File: config.mk
export PLATFORM = sky130hd
export DESIGN_NAME = ccmk_lane
export DESIGN_NICKNAME = d
export VERILOG_FILES = /design/src/design/ccmk_pkg.sv /design/src/design/ccmk_lane.sv
export SDC_FILE = /design/constraint.sdc
export NUM_CORES = 2
export LEC_CHECK = 0
export BUFFER_PORTS_ARGS = -buffer_cell sky130_fd_sc_hd__buf_2
export CAP_MARGIN = 20
export CORE_MARGIN = 8
export CORE_UTILIZATION = 45
export DETAILED_ROUTE_END_ITERATION = 16
export GPL_ROUTABILITY_DRIVEN = 0
export HOLD_SLACK_MARGIN = 0.03
export PLACE_DENSITY = 0.6
export SLEW_MARGIN = 10
export SYNTH_ARGS = -nofsm -noshare
export SYNTH_HDL_FRONTEND = slang
export SYNTH_SLANG_ARGS = --single-unit
File: constraint.sdc
create_clock -name clk_i -period 5.5 [get_ports clk_i]
set_clock_uncertainty 0.15 [all_clocks]
set_input_delay 0 -clock clk_i [delete_from_list [all_inputs] [get_ports clk_i]]
set_output_delay 0 -clock clk_i [all_outputs]
set_load 0.005 [all_outputs]
File: src/design/ccmk_pkg.sv
package ccmk_pkg;

  // default sizes of the block
  localparam int unsigned LANES_DEF       = 4;
  localparam int unsigned SAMPLE_BITS_DEF = 16;
  localparam int unsigned SUM_BITS_DEF    = 48;

  // configuration port sizes
  localparam int unsigned CFG_DATA_BITS = 32;
  localparam int unsigned CFG_ADDR_BITS = 3;

  // register indexes (byte address 4 * index)
  typedef enum logic {
    REG_CONJ_MODE    = 1'b0,
    REG_ACTIVE_LANES = 1'b1
  } cfg_reg_e;

  localparam logic [2:0] ACTIVE_LANES_RST = 3'd4;

  // pipeline control shared by all lanes
  typedef struct packed {
    logic adv;        // pipeline moves this cycle
    logic s1_valid;   // samples held in the input stage
    logic s2_valid;   // products held
    logic s3_valid;   // terms held, accumulate this cycle
    logic s3_first;   // clear accumulators before this add
    logic transpose;  // accumulate conj(v)*u
  } lane_ctrl_t;

endpackage

File: src/design/ccmk_lane.sv
module ccmk_lane #(
  parameter int unsigned SAMPLE_BITS = 16,
  parameter int unsigned SUM_BITS    = 48
) (
  input  logic                          clk_i,
  input  logic                          rst_ni,
  input  ccmk_pkg::lane_ctrl_t          ctrl_i,
  input  logic signed [SAMPLE_BITS-1:0] u_re_i,
  input  logic signed [SAMPLE_BITS-1:0] u_im_i,
  input  logic signed [SAMPLE_BITS-1:0] v_re_i,
  input  logic signed [SAMPLE_BITS-1:0] v_im_i,
  output logic signed [SUM_BITS-1:0]    re_nxt_o,
  output logic signed [SUM_BITS-1:0]    im_nxt_o,
  output logic                          sat_o
);

  localparam int unsigned PW = 2 * SAMPLE_BITS;
  localparam int unsigned TW = PW + 1;
  localparam int unsigned EW = ((SUM_BITS > TW) ? SUM_BITS : TW) + 1;

  localparam logic signed [EW-1:0] SUM_HI = {{(EW-SUM_BITS+1){1'b0}}, {(SUM_BITS-1){1'b1}}};
  localparam logic signed [EW-1:0] SUM_LO = ~SUM_HI;

  logic signed [PW-1:0]       p_rr_q, p_ii_q, p_ri_q, p_ir_q;
  logic signed [TW-1:0]       term_d [2];
  logic signed [TW-1:0]       term_q [2];
  logic signed [SUM_BITS-1:0] acc_q  [2];
  logic signed [SUM_BITS-1:0] acc_d  [2];
  logic                       sat    [2];

  // partial products
  always_ff @(posedge clk_i) begin
    if (ctrl_i.adv && ctrl_i.s1_valid) begin
      p_rr_q <= PW'(u_re_i) * PW'(v_re_i);
      p_ii_q <= PW'(u_im_i) * PW'(v_im_i);
      p_ri_q <= PW'(u_re_i) * PW'(v_im_i);
      p_ir_q <= PW'(u_im_i) * PW'(v_re_i);
    end
  end

  // real and imaginary terms, the transposed form negates the imaginary part
  always_comb begin
    term_d[0] = TW'(p_rr_q) + TW'(p_ii_q);
    if (ctrl_i.transpose) begin
      term_d[1] = TW'(p_ir_q) - TW'(p_ri_q);
    end else begin
      term_d[1] = TW'(p_ri_q) - TW'(p_ir_q);
    end
  end

  always_ff @(posedge clk_i) begin
    if (ctrl_i.adv && ctrl_i.s2_valid) begin
      term_q[0] <= term_d[0];
      term_q[1] <= term_d[1];
    end
  end

  // saturating accumulate
  always_comb begin
    logic signed [EW-1:0] base;
    logic signed [EW-1:0] total;
    for (int i = 0; i < 2; i++) begin
      base  = ctrl_i.s3_first ? '0 : EW'(acc_q[i]);
      total = base + EW'(term_q[i]);
      if (total > SUM_HI) begin
        acc_d[i] = SUM_HI[SUM_BITS-1:0];
        sat[i]   = 1'b1;
      end else if (total < SUM_LO) begin
        acc_d[i] = SUM_LO[SUM_BITS-1:0];
        sat[i]   = 1'b1;
      end else begin
        acc_d[i] = total[SUM_BITS-1:0];
        sat[i]   = 1'b0;
      end
    end
  end

  always_ff @(posedge clk_i or negedge rst_ni) begin
    if (!rst_ni) begin
      acc_q[0] <= '0;
      acc_q[1] <= '0;
    end else if (ctrl_i.adv && ctrl_i.s3_valid) begin
      acc_q[0] <= acc_d[0];
      acc_q[1] <= acc_d[1];
    end
  end

  assign re_nxt_o = acc_d[0];
  assign im_nxt_o = acc_d[1];
  assign sat_o    = sat[0] | sat[1];

endmodule

==> results.py <==
metrics = {
    "die": {
        "core_sq_mm": 0.133,
        "dieArea_sq_mm": 0.145,
        "placementRows": 134,
        "pin_count": 169,
        "die_w_um": 381,
        "start_util_pct": 45.2,
        "chipHeight_um": 381,
    },
    "worst_setup_path": {
        "critPathBufInv": 9,
        "cp_common_cell": "fa_1",
        "path_class": "primary input to register",
        "cp-end-kind": "register",
        "worstSetupPathDepth": 27,
        "timing.rr.start": "acc_q[0]",
        "reg2reg_to": "acc_q[14]",
        "start_kind": "primary input",
        "critPathSlowestCell": "fa_1",
        "cpLargestDelayFamily": "adder cells",
        "arrival_ns": 5.83,
        "worst-r2r-setup-slack_ns": 0.87,
        "r2r_cells": 17,
        "max_stage_delay_ns": 0.51,
        "cp_data_required_time_ns": 5.70,
        "critPathMaxFanout": 8,
    },
    "sta": {
        "max_freq_mhz": 177,
        "setup_ws_ns": -0.134,
        "rsz0062_at_grt": "true",
        "period_needed_ns": 5.63,
        "report.final.slew_viol_count": 0,
        "worst_slew_pin_slew_ns": 0.938,
        "final.period_utilization_pct": 102,
        "maxSlewHeadroom_pct": 37.5,
        "finalSetupViolations": 10,
        "fin_setup_tns_ns": -0.722,
        "hold_viol_final": 0,
    },
    "route": {
        "wl_per_cell_um": 18.5,
        "vias": 46800,
        "first_pass_iters": 5,
        "drc": 0,
        "routed_wl_um": 168000,
        "drt-initial-drc-count": 3019,
        "viasPerCell": 5.16,
        "ant_nets": 0,
    },
    "synth": {
        "synth_async_sr_flop_share_pct": 33.1,
        "ys_ff_latch": 290,
        "synth_common_cells": "inv_1 (1,308), fa_1 (1,053), nand2_1 (736)",
        "yosysSeqAreaShare_pct": 13.7,
        "syn_inst": 6601,
        "postSynthAreaPerCell_sq_um": 9.09,
        "yosys_warnings": 0,
        "synthFlopType": "edfxtp_1",
        "yosys.area.top_type": "fa_1",
        "synth_area_sq_mm": 0.0600,
        "synth_top_cells_by_area": "fa_1 (35%), ha_1 (11%), edfxtp_1 (9.7%)",
        "synth_top_area_share_pct": 35.1,
        "ys_types": 85,
        "yosysMostFrequentCell": "inv_1",
        "synth_edf_count": 194,
        "synth_nets": 8246,
    },
    "status": {
        "status": "complete, but fails checks",
        "violations": "negative setup slack",
    },
    "worst_hold_path": {
        "min_to": "p_rr_q[2]",
        "hold_class": "primary input to register",
        "hold_depth": 5,
        "hp-start": "u_re_i[2]",
    },
    "grt": {
        "grt_max_degree": 67,
        "grt_pass1_wl_um": 268000,
        "track_usage_pct": 22.8,
        "grt_overflow": 0,
        "grt_antenna_before_repair": 15,
        "grt_pass1_vias": 49000,
    },
    "clocking": {
        "clockBufferDepth": 3,
        "cts-root-buf": "clkbuf_16",
        "clk_latency_ns": 0.61,
        "clk_pin_slew_worst_paths_ns": 0.06,
        "cts_tree": "yes",
        "htree_levels": 2,
        "cts_sinks": 290,
        "numCtsBuffers": 39,
    },
    "layout": {
        "areaGrowthSynthToFinish_pct": 18.9,
        "drive_gt1_share_pct": 17.0,
        "final_nets": 8912,
        "final_core_util_pct": 53.7,
    },
    "placement": {
        "io_buffers": 168,
        "dp_hpwl_um": 139000,
    },
    "job": {
        "maxCapViolCount": 0,
    },
}
==> state kept, by name, summed over array words and instances (netlist names) <==
register,count
p_rr_q,32
p_ri_q,32
p_ii_q,32
term_q,66
acc_q,96
p_ir_q,32
==> worst min-delay path, stage by stage <==
cell	delay [ns]
buf_4	0.20
buf_4	0.16
and2_1	0.12
ha_1	0.12
ha_1	0.12
==> per-layer routing <==
| layer | track usage [%] | vias to the layer above | wire length (um) | share of wire, % |
|---|---|---|---|---|
| met5 | 0 | - | 50 | 0.030 |
| met4 | 7.24 | 8 | 6180 | 3.7 |
| met3 | 3.32 | 258 | 9920 | 5.9 |
| met2 | 37.5 | 1206 | 77900 | 46 |
| met1 | 31.2 | 23400 | 74000 | 44 |
| li1 | - | 21900 | - | - |
==> through the flow <==
step,worst slack [ns],instance area (sq um),hold WS [ns],instances
2_1_floorplan,-0.287,60700,-0.446,6601
3_3_place_gp,-1.07,67700,-0.127,8904
3_5_place_dp,-1.14,67700,-0.123,8904
4_1_cts,-0.0889,70100,0.0528,9025
5_1_grt,-0.328,71400,0.0923,9069
6_report,-0.134,71400,0.0872,9074
==> area by class of cell <==
| class | instances | area (sq um) |
|---|---|---|
| repair buffers | 909 | 7830 |
| clock inverters | 24 | 282 |
| well taps | 1768 | 2210 |
| flip-flops and latches | 290 | 8230 |
| clock buffers | 48 | 1010 |
| diodes | 8 | 20.0 |
| inverters | 1310 | 4920 |
| multi-input cells | 4717 | 46900 |
| fillers | 12100 | 61500 |
==> logic make-up (layout without fill, tap and decap cells) <==
kind of cell    after synthesis  count (layout)  synth area share, %
fa+ha+maj                  1582            1582                 46.1
mux                          50              50                0.919
compound gates              944             944                 9.96
flops                       290             290                 13.7
xor+xnor                    281             281                 4.16
simple gates               1860            1860                 15.1
buf+inv                    1594            2291                 10.0
other cells                   0               8                    0
==> layout by cell type (no fill, tap or decap), types with 27 or more instances in the layout <==
| cell | count |
|---|---|
| a21oi_2 | 31 |
| xor2_1 | 78 |
| nand4_1 | 34 |
| o21bai_1 | 30 |
| buf_2 | 117 |
| o21ai_1 | 34 |
| xnor2_1 | 193 |
| dfrtp_1 | 96 |
| fa_1 | 1025 |
| buf_12 | 64 |
| inv_1 | 1279 |
| nor2b_1 | 129 |
| and2_4 | 29 |
| nor3_1 | 32 |
| ha_1 | 490 |
| a21oi_1 | 299 |
| buf_6 | 48 |
| clkbuf_16 | 45 |
| ha_4 | 27 |
| fa_2 | 28 |
| a21o_1 | 138 |
| nand2_1 | 727 |
| buf_4 | 634 |
| nor2_1 | 260 |
| mux2_2 | 41 |
| inv_2 | 30 |
| nand3_1 | 33 |
| and2_1 | 465 |
| o21ai_0 | 150 |
| o21a_1 | 41 |
| nand2b_1 | 51 |
| edfxtp_1 | 194 |
==> how the worst max path moves through the flow <==
stage               startpoint         end  slack (ns)
global placement     v_im_i[4]  p_ii_q[30]       -1.07
floorplan           u_re_i[15]  p_rr_q[31]       -0.29
CTS                  u_im_i[5]  p_ir_q[31]       -0.09
global route         u_im_i[5]  p_ir_q[31]       -0.33
detailed placement   v_re_i[7]  p_ir_q[30]       -1.14
finish               v_re_i[6]  p_ir_q[30]       -0.13
==> repair_timing <==
action / 4_1_cts / 5_1_grt
gates resized for setup: 160 / 228
endpoints found under the setup margin: 35 / 54
pin swaps: 57 / 135
cloned: 1 / 6
hold endpoints to repair: 190 / 1
hold buffers: 15 / 1
buffers inserted: 37 / 42
Power is left out: the tool's default activity adds up to more than one toggle a clock period on the data nets, which glitch-free logic cannot reach.
